--- config.mk ---
export PLATFORM = sky130hd
export DESIGN_NAME = stop_sequence_matcher_unit_flat
export DESIGN_NICKNAME = d
export VERILOG_FILES = /design/src/hw/rtl/ssm_pkg.sv /design/src/hw/rtl/ssm_channels.sv /design/src/hw/rtl/stop_sequence_matcher_unit.sv /design/src/hw/rtl/ssm_cell.sv /design/src/hw/rtl/ssm_resolve.sv /design/src/flat_wrapper.sv
export SDC_FILE = /design/constraint.sdc
export NUM_CORES = 2
export LEC_CHECK = 0
export BUFFER_PORTS_ARGS = -buffer_cell sky130_fd_sc_hd__buf_2
export CAP_MARGIN = 20
export CORE_UTILIZATION = 63
export DETAILED_ROUTE_END_ITERATION = 6
export PLACE_DENSITY = 0.8
export SLEW_MARGIN = 20
export SYNTH_ARGS = -nofsm -noshare
export SYNTH_HDL_FRONTEND = slang
export SYNTH_SLANG_ARGS = --single-unit
--- constraint.sdc ---
create_clock -name clk -period 8 [get_ports clk]
set_input_delay 1.2 -clock clk [delete_from_list [all_inputs] [get_ports clk]]
set_output_delay 1.2 -clock clk [all_outputs]
set_load 0.02 [all_outputs]
--- src/hw/rtl/ssm_pkg.sv ---
`timescale 1ns / 1ps
// ----------------------------------------------------------------------------
// ssm_pkg
// Shared types and constants of the stop sequence matcher.
// ----------------------------------------------------------------------------
package ssm_pkg;

    localparam int SSM_MAX_STOP_LEN = 16;   // default window depth
    localparam int SSM_PATTERN_BYTES = 16;  // bytes held by the pattern registers
    localparam int SSM_LEN_W = 5;
    localparam int SSM_POS_W = 32;
    localparam int SSM_HELD_W = 4;
    localparam int SSM_CFG_DATA_W = 64;
    localparam int SSM_CFG_INDEX_W = 3;

    typedef enum logic [SSM_CFG_INDEX_W-1:0] {
        REG_PATTERN_A_LOW    = 3'd0,
        REG_PATTERN_A_HIGH   = 3'd1,
        REG_PATTERN_A_LENGTH = 3'd2,
        REG_PATTERN_B_LOW    = 3'd3,
        REG_PATTERN_B_HIGH   = 3'd4,
        REG_PATTERN_B_LENGTH = 3'd5
    } ssm_reg_t;

    typedef struct packed {
        logic [8*SSM_PATTERN_BYTES-1:0] bytes;   // byte 0 in bits 7:0
        logic [SSM_LEN_W-1:0]           length;
    } ssm_pattern_t;

    typedef struct packed {
        logic                  match_found;
        logic                  match_pattern;
        logic [SSM_LEN_W-1:0]  match_len;
        logic [SSM_HELD_W-1:0] held_length;
    } ssm_result_t;

endpackage

--- src/hw/rtl/ssm_channels.sv ---
`timescale 1ns / 1ps
// ----------------------------------------------------------------------------
// ssm channels
// Valid/ready channels of the stop sequence matcher: text in, result out,
// register write.
// ----------------------------------------------------------------------------
interface ssm_text_if
    import ssm_pkg::*;
();
    logic       valid;
    logic       ready;
    logic [7:0] text_byte;
    logic       restart;

    modport source (output valid, output text_byte, output restart, input ready);
    modport sink   (input valid, input text_byte, input restart, output ready);
endinterface

interface ssm_result_if
    import ssm_pkg::*;
();
    logic                  valid;
    logic                  ready;
    logic                  match_found;
    logic                  match_pattern;
    logic [SSM_POS_W-1:0]  match_start;
    logic [SSM_HELD_W-1:0] held_length;

    modport source (output valid, output match_found, output match_pattern,
                    output match_start, output held_length, input ready);
    modport sink   (input valid, input match_found, input match_pattern,
                    input match_start, input held_length, output ready);
endinterface

interface ssm_cfg_if
    import ssm_pkg::*;
();
    logic                       valid;
    logic                       ready;
    logic [SSM_CFG_INDEX_W-1:0] index;
    logic [SSM_CFG_DATA_W-1:0]  data;

    modport source (output valid, output index, output data, input ready);
    modport sink   (input valid, input index, input data, output ready);
endinterface

--- src/hw/rtl/stop_sequence_matcher_unit.sv ---
`timescale 1ns / 1ps
// ----------------------------------------------------------------------------
// stop_sequence_matcher_unit
// Scans generated text for two configurable stop patterns, one byte per
// request, and reports matches and the length of text to hold back.
// ----------------------------------------------------------------------------
//
//   channel | dir | payload                                             | handshake
//   --------+-----+-----------------------------------------------------+------------
//   text    | in  | text_byte[7:0], restart                             | valid/ready
//   result  | out | match_found, match_pattern, match_start[31:0],      | valid/ready
//           |     | held_length[3:0]                                    |
//   cfg     | in  | index[2:0], data[63:0]                              | valid/ready
//
// One text request per cycle while results are taken; each result passes
// through the cell chain and then the output register.
// The window is a chain of MAX_STOP_LEN cells shifted on every request; all
// compares of a window run in parallel behind it.
// Reset clears the window valid flags, the position and every pattern
// register; no clearing pass is needed. cfg is always ready.
// A stalled result holds the output register; the chain then holds one more
// request and stops taking text until the output register frees.
// ----------------------------------------------------------------------------
module stop_sequence_matcher_unit
    import ssm_pkg::*;
#(
    parameter int MAX_STOP_LEN = SSM_MAX_STOP_LEN
) (
    input  logic                clk,
    input  logic                rst_n,
    ssm_text_if.sink            text,
    ssm_result_if.source        result,
    ssm_cfg_if.sink             cfg
);

    // ------------------------------------------------------------------
    // Pattern registers
    // ------------------------------------------------------------------
    ssm_pattern_t pattern_a_reg;
    ssm_pattern_t pattern_b_reg;

    assign cfg.ready = 1'b1;

    always_ff @(posedge clk or negedge rst_n)
    begin
        if (!rst_n)
        begin
            pattern_a_reg <= '0;
            pattern_b_reg <= '0;
        end
        else if (cfg.valid)
        begin
            unique case (ssm_reg_t'(cfg.index))
                REG_PATTERN_A_LOW:    pattern_a_reg.bytes[63:0]   <= cfg.data;
                REG_PATTERN_A_HIGH:   pattern_a_reg.bytes[127:64] <= cfg.data;
                REG_PATTERN_A_LENGTH: pattern_a_reg.length <= cfg.data[SSM_LEN_W-1:0];
                REG_PATTERN_B_LOW:    pattern_b_reg.bytes[63:0]   <= cfg.data;
                REG_PATTERN_B_HIGH:   pattern_b_reg.bytes[127:64] <= cfg.data;
                REG_PATTERN_B_LENGTH: pattern_b_reg.length <= cfg.data[SSM_LEN_W-1:0];
                default: ;  // write beyond the register list: drop it
            endcase
        end
    end

    // ------------------------------------------------------------------
    // Flow control: chain stage (pend) and output register
    // ------------------------------------------------------------------
    logic                 pend_reg;
    logic                 out_valid_reg;
    logic                 out_free;
    logic                 accept;
    logic [SSM_POS_W-1:0] next_pos_reg;
    logic [SSM_POS_W-1:0] item_pos_reg;
    logic [SSM_POS_W-1:0] pos_base;

    assign out_free   = !out_valid_reg || result.ready;
    assign text.ready = !pend_reg || out_free;
    assign accept     = text.valid && text.ready;

    // Restart counts this byte as position zero.
    assign pos_base = text.restart ? '0 : next_pos_reg;

    always_ff @(posedge clk or negedge rst_n)
    begin
        if (!rst_n)
        begin
            pend_reg      <= 1'b0;
            out_valid_reg <= 1'b0;
            next_pos_reg  <= '0;
        end
        else
        begin
            if (accept)
            begin
                pend_reg     <= 1'b1;
                next_pos_reg <= pos_base + SSM_POS_W'(1);
            end
            else if (out_free)
            begin
                pend_reg <= 1'b0;
            end
            if (out_free)
            begin
                out_valid_reg <= pend_reg;
            end
        end
    end

    always_ff @(posedge clk)
    begin
        if (accept)
        begin
            item_pos_reg <= pos_base;
        end
    end

    // ------------------------------------------------------------------
    // Window: chain of cells, newest byte in cell zero
    // ------------------------------------------------------------------
    logic [7:0]              chain_byte  [MAX_STOP_LEN];
    logic                    chain_valid [MAX_STOP_LEN];
    logic [MAX_STOP_LEN-1:0] eq_a        [MAX_STOP_LEN];
    logic [MAX_STOP_LEN-1:0] eq_b        [MAX_STOP_LEN];
    logic [MAX_STOP_LEN-1:0] win_valid;

    for (genvar g = 0; g < MAX_STOP_LEN; g++)
    begin : g_cell
        logic [7:0] byte_in;
        logic       valid_in;

        if (g == 0)
        begin : g_head
            assign byte_in  = text.text_byte;
            assign valid_in = 1'b1;
        end
        else
        begin : g_body
            // restart empties every older cell
            assign byte_in  = chain_byte[g-1];
            assign valid_in = chain_valid[g-1] && !text.restart;
        end

        ssm_cell #(
            .MAX_STOP_LEN (MAX_STOP_LEN)
        ) u_cell (
            .clk       (clk),
            .rst_n     (rst_n),
            .shift     (accept),
            .byte_in   (byte_in),
            .valid_in  (valid_in),
            .pattern_a (pattern_a_reg),
            .pattern_b (pattern_b_reg),
            .byte_out  (chain_byte[g]),
            .valid_out (chain_valid[g]),
            .eq_a      (eq_a[g]),
            .eq_b      (eq_b[g])
        );

        assign win_valid[g] = chain_valid[g];
    end

    // ------------------------------------------------------------------
    // Resolve and output register
    // ------------------------------------------------------------------
    ssm_result_t          resolved;
    logic                 found_reg;
    logic                 pattern_reg;
    logic [SSM_POS_W-1:0] start_reg;
    logic [SSM_HELD_W-1:0] held_reg;

    ssm_resolve #(
        .MAX_STOP_LEN (MAX_STOP_LEN)
    ) u_resolve (
        .eq_a     (eq_a),
        .eq_b     (eq_b),
        .length_a (pattern_a_reg.length),
        .length_b (pattern_b_reg.length),
        .result   (resolved)
    );

    // Load the pending request; zero pattern and start when nothing matched.
    always_ff @(posedge clk)
    begin
        if (out_free && pend_reg)
        begin
            found_reg   <= resolved.match_found;
            pattern_reg <= resolved.match_found && resolved.match_pattern;
            start_reg   <= resolved.match_found
                         ? (item_pos_reg - SSM_POS_W'(resolved.match_len) + SSM_POS_W'(1))
                         : '0;
            held_reg    <= resolved.held_length;
        end
    end

    assign result.valid         = out_valid_reg;
    assign result.match_found   = found_reg;
    assign result.match_pattern = pattern_reg;
    assign result.match_start   = start_reg;
    assign result.held_length   = held_reg;

    // ------------------------------------------------------------------
    // Assertions
    // ------------------------------------------------------------------
    logic [MAX_STOP_LEN-1:0] win_valid_shift;
    assign win_valid_shift = {win_valid[MAX_STOP_LEN-2:0], 1'b1};

    // Window fill is always a run from the newest cell.
    a_window_contiguous: assert property (@(posedge clk) disable iff (!rst_n)
        (win_valid & ~win_valid_shift) == '0)
        else $error("window valid flags not contiguous");

    // Restart leaves only the new byte in the window.
    a_restart_empties: assert property (@(posedge clk) disable iff (!rst_n)
        (accept && text.restart) |=> (win_valid == MAX_STOP_LEN'(1)))
        else $error("restart did not empty the window");

    // A blocked pending request keeps its position.
    a_pend_holds: assert property (@(posedge clk) disable iff (!rst_n)
        (pend_reg && !out_free) |=> (pend_reg && $stable(item_pos_reg)))
        else $error("pending request lost under stall");

    // No match reports zero pattern and start.
    a_nomatch_zero: assert property (@(posedge clk) disable iff (!rst_n)
        (result.valid && !result.match_found) |->
            (result.match_start == '0 && !result.match_pattern))
        else $error("non-zero start without a match");

    // Held run is always shorter than the window.
    a_held_bound: assert property (@(posedge clk) disable iff (!rst_n)
        result.valid |-> (32'(result.held_length) < MAX_STOP_LEN))
        else $error("held length out of range");

endmodule

--- src/hw/rtl/ssm_cell.sv ---
`timescale 1ns / 1ps
// ----------------------------------------------------------------------------
// ssm_cell
// One window cell: holds a text byte and its valid flag, passes them on to
// the next cell on every shift and compares the byte with every pattern byte.
// ----------------------------------------------------------------------------
module ssm_cell
    import ssm_pkg::*;
#(
    parameter int MAX_STOP_LEN = SSM_MAX_STOP_LEN
) (
    input  logic                    clk,
    input  logic                    rst_n,
    input  logic                    shift,
    input  logic [7:0]              byte_in,
    input  logic                    valid_in,
    input  ssm_pattern_t            pattern_a,
    input  ssm_pattern_t            pattern_b,
    output logic [7:0]              byte_out,
    output logic                    valid_out,
    output logic [MAX_STOP_LEN-1:0] eq_a,
    output logic [MAX_STOP_LEN-1:0] eq_b
);

    logic [7:0] byte_reg;
    logic       valid_reg;

    always_ff @(posedge clk or negedge rst_n)
    begin
        if (!rst_n)
        begin
            valid_reg <= 1'b0;
        end
        else if (shift)
        begin
            valid_reg <= valid_in;
        end
    end

    always_ff @(posedge clk)
    begin
        if (shift)
        begin
            byte_reg <= byte_in;
        end
    end

    // Compare against every pattern byte; an empty cell matches nothing.
    always_comb
    begin
        for (int j = 0; j < MAX_STOP_LEN; j++)
        begin
            eq_a[j] = valid_reg && (byte_reg == pattern_a.bytes[8*j +: 8]);
            eq_b[j] = valid_reg && (byte_reg == pattern_b.bytes[8*j +: 8]);
        end
    end

    assign byte_out  = byte_reg;
    assign valid_out = valid_reg;

endmodule

--- src/hw/rtl/ssm_resolve.sv ---
`timescale 1ns / 1ps
// ----------------------------------------------------------------------------
// ssm_resolve
// Combines the cell compares along the diagonals into tail matches, picks
// the winning stop pattern and finds the longest held-back prefix.
// ----------------------------------------------------------------------------
module ssm_resolve
    import ssm_pkg::*;
#(
    parameter int MAX_STOP_LEN = SSM_MAX_STOP_LEN
) (
    input  logic [MAX_STOP_LEN-1:0] eq_a [MAX_STOP_LEN],
    input  logic [MAX_STOP_LEN-1:0] eq_b [MAX_STOP_LEN],
    input  logic [SSM_LEN_W-1:0]    length_a,
    input  logic [SSM_LEN_W-1:0]    length_b,
    output ssm_result_t             result
);

    localparam logic [SSM_LEN_W-1:0] MAX_LEN = SSM_LEN_W'(MAX_STOP_LEN);

    logic [MAX_STOP_LEN:1]   tail_a;
    logic [MAX_STOP_LEN:1]   tail_b;
    logic [SSM_LEN_W-1:0]    eff_a;
    logic [SSM_LEN_W-1:0]    eff_b;
    logic                    hit_a;
    logic                    hit_b;
    logic [SSM_HELD_W-1:0]   held_a;
    logic [SSM_HELD_W-1:0]   held_b;

    assign eff_a = (length_a > MAX_LEN) ? MAX_LEN : length_a;
    assign eff_b = (length_b > MAX_LEN) ? MAX_LEN : length_b;

    // Tail of length k matches when cell i holds pattern byte k-1-i for all i < k.
    always_comb
    begin
        for (int k = 1; k <= MAX_STOP_LEN; k++)
        begin
            tail_a[k] = 1'b1;
            tail_b[k] = 1'b1;
            for (int i = 0; i < k; i++)
            begin
                tail_a[k] = tail_a[k] && eq_a[i][k-1-i];
                tail_b[k] = tail_b[k] && eq_b[i][k-1-i];
            end
        end
    end

    // Full match at the effective length; longest proper prefix below it.
    always_comb
    begin
        hit_a  = 1'b0;
        hit_b  = 1'b0;
        held_a = '0;
        held_b = '0;
        for (int k = 1; k <= MAX_STOP_LEN; k++)
        begin
            if (eff_a == SSM_LEN_W'(k))
            begin
                hit_a = tail_a[k];
            end
            if (eff_b == SSM_LEN_W'(k))
            begin
                hit_b = tail_b[k];
            end
        end
        for (int k = 1; k < MAX_STOP_LEN; k++)
        begin
            if ((SSM_LEN_W'(k) < eff_a) && tail_a[k])
            begin
                held_a = SSM_HELD_W'(k);
            end
            if ((SSM_LEN_W'(k) < eff_b) && tail_b[k])
            begin
                held_b = SSM_HELD_W'(k);
            end
        end
    end

    // Longer pattern starts earlier and wins; pattern zero wins a tie.
    always_comb
    begin
        result.match_found   = hit_a || hit_b;
        result.match_pattern = 1'b0;
        result.match_len     = eff_a;
        if (hit_b && (!hit_a || (eff_b > eff_a)))
        begin
            result.match_pattern = 1'b1;
            result.match_len     = eff_b;
        end
        result.held_length = (held_a > held_b) ? held_a : held_b;
    end

endmodule
--- src/flat_wrapper.sv ---
// flat-port wrapper written by rule: the top's interface ports become plain ports
module stop_sequence_matcher_unit_flat import ssm_pkg::*;
#(
    parameter int MAX_STOP_LEN = SSM_MAX_STOP_LEN
)
  (clk, rst_n, text_valid, text_text_byte, text_restart, text_ready, result_valid, result_match_found, result_match_pattern, result_match_start, result_held_length, result_ready, cfg_valid, cfg_index, cfg_data, cfg_ready);
  ssm_text_if text_i ();
  ssm_result_if result_i ();
  ssm_cfg_if cfg_i ();
  input  logic clk;
  input  logic rst_n;
  input wire logic [$bits(text_i.valid)-1:0] text_valid;
  input wire logic [$bits(text_i.text_byte)-1:0] text_text_byte;
  input wire logic [$bits(text_i.restart)-1:0] text_restart;
  output wire logic [$bits(text_i.ready)-1:0] text_ready;
  output wire logic [$bits(result_i.valid)-1:0] result_valid;
  output wire logic [$bits(result_i.match_found)-1:0] result_match_found;
  output wire logic [$bits(result_i.match_pattern)-1:0] result_match_pattern;
  output wire logic [$bits(result_i.match_start)-1:0] result_match_start;
  output wire logic [$bits(result_i.held_length)-1:0] result_held_length;
  input wire logic [$bits(result_i.ready)-1:0] result_ready;
  input wire logic [$bits(cfg_i.valid)-1:0] cfg_valid;
  input wire logic [$bits(cfg_i.index)-1:0] cfg_index;
  input wire logic [$bits(cfg_i.data)-1:0] cfg_data;
  output wire logic [$bits(cfg_i.ready)-1:0] cfg_ready;
  assign text_i.valid = text_valid;
  assign text_i.text_byte = text_text_byte;
  assign text_i.restart = text_restart;
  assign text_ready = text_i.ready;
  assign result_valid = result_i.valid;
  assign result_match_found = result_i.match_found;
  assign result_match_pattern = result_i.match_pattern;
  assign result_match_start = result_i.match_start;
  assign result_held_length = result_i.held_length;
  assign result_i.ready = result_ready;
  assign cfg_i.valid = cfg_valid;
  assign cfg_i.index = cfg_index;
  assign cfg_i.data = cfg_data;
  assign cfg_ready = cfg_i.ready;
  stop_sequence_matcher_unit #(.MAX_STOP_LEN(MAX_STOP_LEN)) u_core (.clk(clk), .rst_n(rst_n), .text(text_i), .result(result_i), .cfg(cfg_i));
endmodule
==> summary.txt, run 1 <==
Place
  • PortBufs: 120
  • GPL Wtd Cong: around 1.4
  • DP Wirelength: 214 mm
  • Cell Area, Placed: about 50000 µm²
  • DP Worst Slack: 0.603 ns

Global route
  • First-pass GRT wire length: roughly 440 mm
  • Vias in the first global route: 52634
  • Grt ovf: 5
  • Total Routing Usage GR: between 80 and 90%
  • Largest net degree at the start of global routing: around 130

CTS
  • # hold bufs at CTS: 0
  • Root buffer cell: clkbuf_16
  • Clock sinks: 514
  • CTS buffer count: between 50 and 60
  • Setup Fix Bufs, Post-CTS: 0
  • Max Root-Sink Buffers: 3
  • H-Tree Depth: 2
  • Post-cts gate resize count: 0

Floorplanning
  • Die Wd: approximately 280 µm
  • I/O Pins: about 120
  • Initial Util: 63.9%
  • Die height: between 200 and 300 µm
  • # rows: 100

Yosys
  • Dominant synthesized flop cell: dfrtp_1
  • Post-synth EDFFs: about 200
  • Synth Area per Inst: around 9 µm²
  • Flop and latch count out of synthesis: about 510
  • Syn Nets: between 5000 and 6000
  • Synth unique cells: 81
  • Post-synth ARST share: between 60% and 70%
  • Cell Area, Synth: 47800 µm²
  • Mapped Cells: approximately 5300
  • Yosys warns: 0
  • Part of the Yosys area used for sequential elements: between 20 and 30%

Run status
  • Last stage reached: 5_1_grt
  • Status: stopped before the end
  • Error: [ERROR GRT-0116] Global routing finished with congestion. Check the congestion regions in the DRC Viewer.
==> logic make-up after synthesis <==
family / count (synthesis) / share of synthesized area [%]
and+or+nand+nor: 1270 / 14.9
xor gates and xnor gates: 1936 / 35.5
buffers and inverters: 810 / 7.13
DFF: 514 / 29.0
adders and majority gates: 46 / 1.22
AOI/OAI and AO/OA: 552 / 7.68
other: 1 / 0.00784
muxes: 197 / 4.62
==> cell usage after synthesis, types with 11 or more instances <==
cell       number  area [µm²]
a21o_1         15         113
nand2b_1       65         407
nand3_1        72         360
o2111ai_1      12         105
mux2_2        189        2130
a2111oi_0      14         123
nor4_1        330        2060
buf_1         123         462
a21oi_1        45         225
clkbuf_1      212         796
a22o_1         39         342
dfrtp_1       316        7910
edfxtp_1      198        5950
buf_2         246        1230
ha_1           45         563
nor2_1        104         390
xor2_1        938        8220
nand4_1       315        1970
or4_1          15         113
a221o_1        14         140
nor3_1         46         230
nand2_1       195         732
nor2b_1        71         444
a22oi_1        15         113
o21ai_0       149         746
buf_4          11        82.6
and3_1         20         125
inv_1         203         762
o22ai_1       160        1000
xnor2_1       997        8730
==> metrics by stage <==
step,cells,hold slack [ns]
CTS,6368,0.508
detailed placement,6260,0.484
global placement,6260,0.479
floorplan,5326,0.421
==> metal layers <==
metal,overflow,track usage [%]
met1,0,86.6
met2,0,92.2
met3,2,74.5
met4,3,75.1
met5,0,50.5
==> inputs of run 2 (changes only) <==
--- a/config.mk
+++ b/config.mk
@@ -7,9 +7,9 @@
 export LEC_CHECK = 0
 export BUFFER_PORTS_ARGS = -buffer_cell sky130_fd_sc_hd__buf_2
 export CAP_MARGIN = 20
-export CORE_UTILIZATION = 63
+export CORE_UTILIZATION = 40
 export DETAILED_ROUTE_END_ITERATION = 6
-export PLACE_DENSITY = 0.8
+export PLACE_DENSITY_LB_ADDON = 0.15
 export SLEW_MARGIN = 20
 export SYNTH_ARGS = -nofsm -noshare
 export SYNTH_HDL_FRONTEND = slang
==> run 2 against run 1 <==
Compared with the run above:
- the flow now finishes, with violations (design-rule violations)
- synthesized area did not move
- synthesized cell count did not move
==> summary.txt, run 2 <==
Layout
  • Area growth syn-to-layout: 17.0%
  • Fin area: approximately 56000 µm²
  • Nets: about 5700
  • Commonest non-fill, non-tap cell in the layout: xnor2_1
  • Layout cells sized above 1: about a fifth
  • Commonest cells after routing, fill and taps aside: xnor2_1, xor2_1, buf_4

Setup path
  • Critical Path Fanout Max: 7
  • Arrival @ worst endpoint: ~8.3 ns
  • Crit Path Category: reg2reg
  • Worst r2r src: u_core.pattern_b_reg[85]
  • Worst setup startpoint: u_core.pattern_b_reg[85]
  • Setup crit end: u_core.result.match_start[29]
  • Worst EP required: ~8.4 ns
  • R2R cell count: 24
  • CP Capture Type: flip-flop
  • Flop2flop setup slack: 0.11 ns
  • Critical Path Start Type: flip-flop
  • Worst flop-to-flop path endpoint: u_core.result.match_start[29]

CTS
  • CTS buffer count: 68 (+19%)
  • Clock sinks: 514 (unchanged)
  • Root buffer cell: clkbuf_16
  • H-Tree Depth: 3 (+1)
  • CTS tree: built
  • # hold bufs at CTS: 0 (unchanged)
  • Clk_lat worst skew: 0.75 ns
  • Max Root-Sink Buffers: 3 (unchanged)
  • Clock transition at path regs: about 0.060 ns

Run status
  • Status: finished with violations
  • Failing checks: design-rule violations

Yosys
  • Part of the Yosys area used for sequential elements: 29.0% (unchanged)
  • Synth Area per Inst: 8.98 µm² (unchanged)
  • Main combinational cell family by area after synthesis: XOR/XNOR gates
  • Synth area leaders: xnor2_1, xor2_1, dfrtp_1, edfxtp_1, mux2_2
  • Most frequent cells after synthesis: xnor2_1, xor2_1, nor4_1, dfrtp_1, nand4_1
  • Top-area cell type share of the netlist area: 18.3% (unchanged)
  • Cell Area, Synth: 47800 µm² (unchanged)
  • Xor/xnor share of the synthesized area: 35.5% (unchanged)
  • Synth Area in Adders: 1.22% (unchanged)
  • Flop and latch count out of synthesis: 514 (unchanged)
  • Synth unique cells: 81 (unchanged)
  • Simple-Gate Fraction of Synth Area: 14.9% (unchanged)
  • Dominant synthesized flop cell: dfrtp_1
  • Post-synth ARST share: 61.5% (unchanged)
  • Post-synth EDFFs: 198 (unchanged)
  • Yosys warns: 0 (unchanged)
  • Most frequent cell after synthesis: xnor2_1
  • Mapped Cells: 5326 (unchanged)
  • Syn Nets: 5453 (unchanged)
  • Post-synthesis compound-gate area fraction: 7.68% (unchanged)
  • Multiplexer share of the synthesized area: 4.62% (unchanged)
  • Leading area contributor after synthesis: xnor2_1

Routing
  • First drt pass iteration count: 7
  • ANT nets after route: 0
  • Iter 0 DRT Violations: a little over 10000
  • Via count: between 50000 and 60000
  • Wirelength, routed: 381 mm
  • WL per Instance: approximately 53 µm
  • Remaining DRCs: 81
  • DR vias/cell: ~7.4

Place
  • DP Wirelength: 274 mm (+28%)
  • PortBufs: 120 (unchanged)
  • GPL Wtd Cong: 1.20 (-15%)
  • Cell Area, Placed: 52700 µm² (+3.7%)

Timing
  • Slew @ Worst Pin: 1.41 ns
  • Final Cycle Share: 98.6%
  • Fin. Hold Viols: 0
  • Fin Clk Skew: around 0.078 ns
  • Final slew viol count: 0
  • Tmin final: roughly 7.9 ns
  • Achievable frequency: 127 MHz
  • Final setup violation count: 0
  • Max-Slew Margin vs Limit: under 10%

Floorplanning
  • Initial Util: 40.5% (-23 points)
  • Die area: between 100000 and 150000 µm²
  • Core area: 118000 µm²
  • # rows: 126 (+26%)
  • Die Wd: 348 µm (+25%)
  • I/O Pins: 122 (unchanged)
  • Die height: 348 µm (+25%)

Power
  • Peak VDD IR: between 0.2 and 0.3 mV
  • PwrDens: 274 nW/µm²
  • Static Leak: roughly 21 nW
  • Overall power after layout: approximately 15 mW

Global route
  • Vias in the first global route: roughly 48000
  • First-pass GRT wire length: 482 mm
  • Initial antenna violation count: 32
  • Total Routing Usage GR: 61.0%
  • Grt ovf: 0
  • Largest net degree at the start of global routing: 143

Worst hold path
  • Hold crit path type: in2async

Flow run
  • Max cap viols: 0
==> run 2: cell counts after synthesis <==
No cell type changed its count.
==> run 2: metrics by stage <==
stage / cells / utilization [%] / setup TNS [ns] / worst slack (ns) / hold slack [ns]
after global placement: 6960 / 44.6 / -1.25 / -0.428 / 0.468
after floorplan: 5326 / - / 0 / 1.74 / 0.421
after global routing: 7159 / 47.3 / -0.0196 / -0.0196 / 0.476
after CTS: 7086 / 46.5 / 0 / 0.00186 / 0.471
after detailed placement: 6960 / 44.6 / -0.230 / -0.120 / 0.497
final: 7184 / 47.3 / 0 / 0.110 / 0.400
==> run 2: area by class of cell <==
type / instances / area (µm²)
antenna: 30 / 75.1
clock buffer: 98 / 1870
clock inverter: 26 / 368
fill: 11507 / 62300
inverter: 215 / 825
multi-input combinational: 4002 / 30700
sequential: 514 / 13900
tap: 1536 / 1920
timing repair buffer: 763 / 6310
==> run 2: cells by family (layout without fill, tap and decap cells) <==
group | after synthesis | after routing
xor gates and xnor gates | 1936 | 1936
and+or+nand+nor | 1270 | 1270
buffers and inverters | 810 | 1102
AOI/OAI and AO/OA | 552 | 552
DFF | 514 | 514
muxes | 197 | 197
adders and majority gates | 46 | 46
other | 1 | 31
==> run 2: per-layer routing <==
metal	GRT usage, %	vias up	wire length, µm
li1	-	18788	-
met1	68.6	25812	133000
met2	74.5	6284	132000
met3	42.0	2410	69100
met4	55.7	30	45500
met5	4.80	-	662
==> run 2: repair_timing <==
item,in CTS,in global routing
resized for setup,1,35
endpoints found under the setup margin,2,9
buffers inserted,2,67
pin swaps,0,1
==> run 2: critical path, stage by stage, from the launching register on <==
cell and delay [ns]:
dfrtp_1 1.11, xor2_1 0.33, nor4_1 0.53, nand4_1 0.18
or4_1 0.58, or4_4 0.63, mux2i_1 0.18, o211a_1 0.21
a21boi_4 0.24, mux2_1 0.36, ha_1 0.19, ha_1 0.23
fa_1 0.46, a21oi_1 0.17, o21ai_0 0.20, a21oi_1 0.30
o31ai_1 0.20, o311ai_1 0.38, buf_4 0.17, nor2_1 0.05
nor2b_1 0.18, o21ai_0 0.13, a21oi_1 0.28, xor2_1 0.18
nor2_1 0.07
==> run 2: worst min path at each step <==
stage,from,endpoint,slack [ns],cells after the start
floorplan,u_core.g_cell[9].u_cell.byte_out[1],u_core.g_cell[10].u_cell.byte_out[1],0.42,0
detailed placement,u_core.pend_reg,u_core.result.valid,0.50,1
finish,rst_n,u_core.next_pos_reg[30],0.40,1
CTS,rst_n,u_core.next_pos_reg[30],0.47,1
global route,rst_n,u_core.next_pos_reg[30],0.48,1
global placement,u_core.pend_reg,u_core.result.valid,0.47,1
==> run 2: power by group <==
part / switching (mW) / internal (mW) / total (mW)
combinational: 4.78 / 2.56 / 7.34
sequential: 1.56 / 3.15 / 4.71
clock: 1.43 / 1.84 / 3.27
Power figures use the tool's default switching activity.
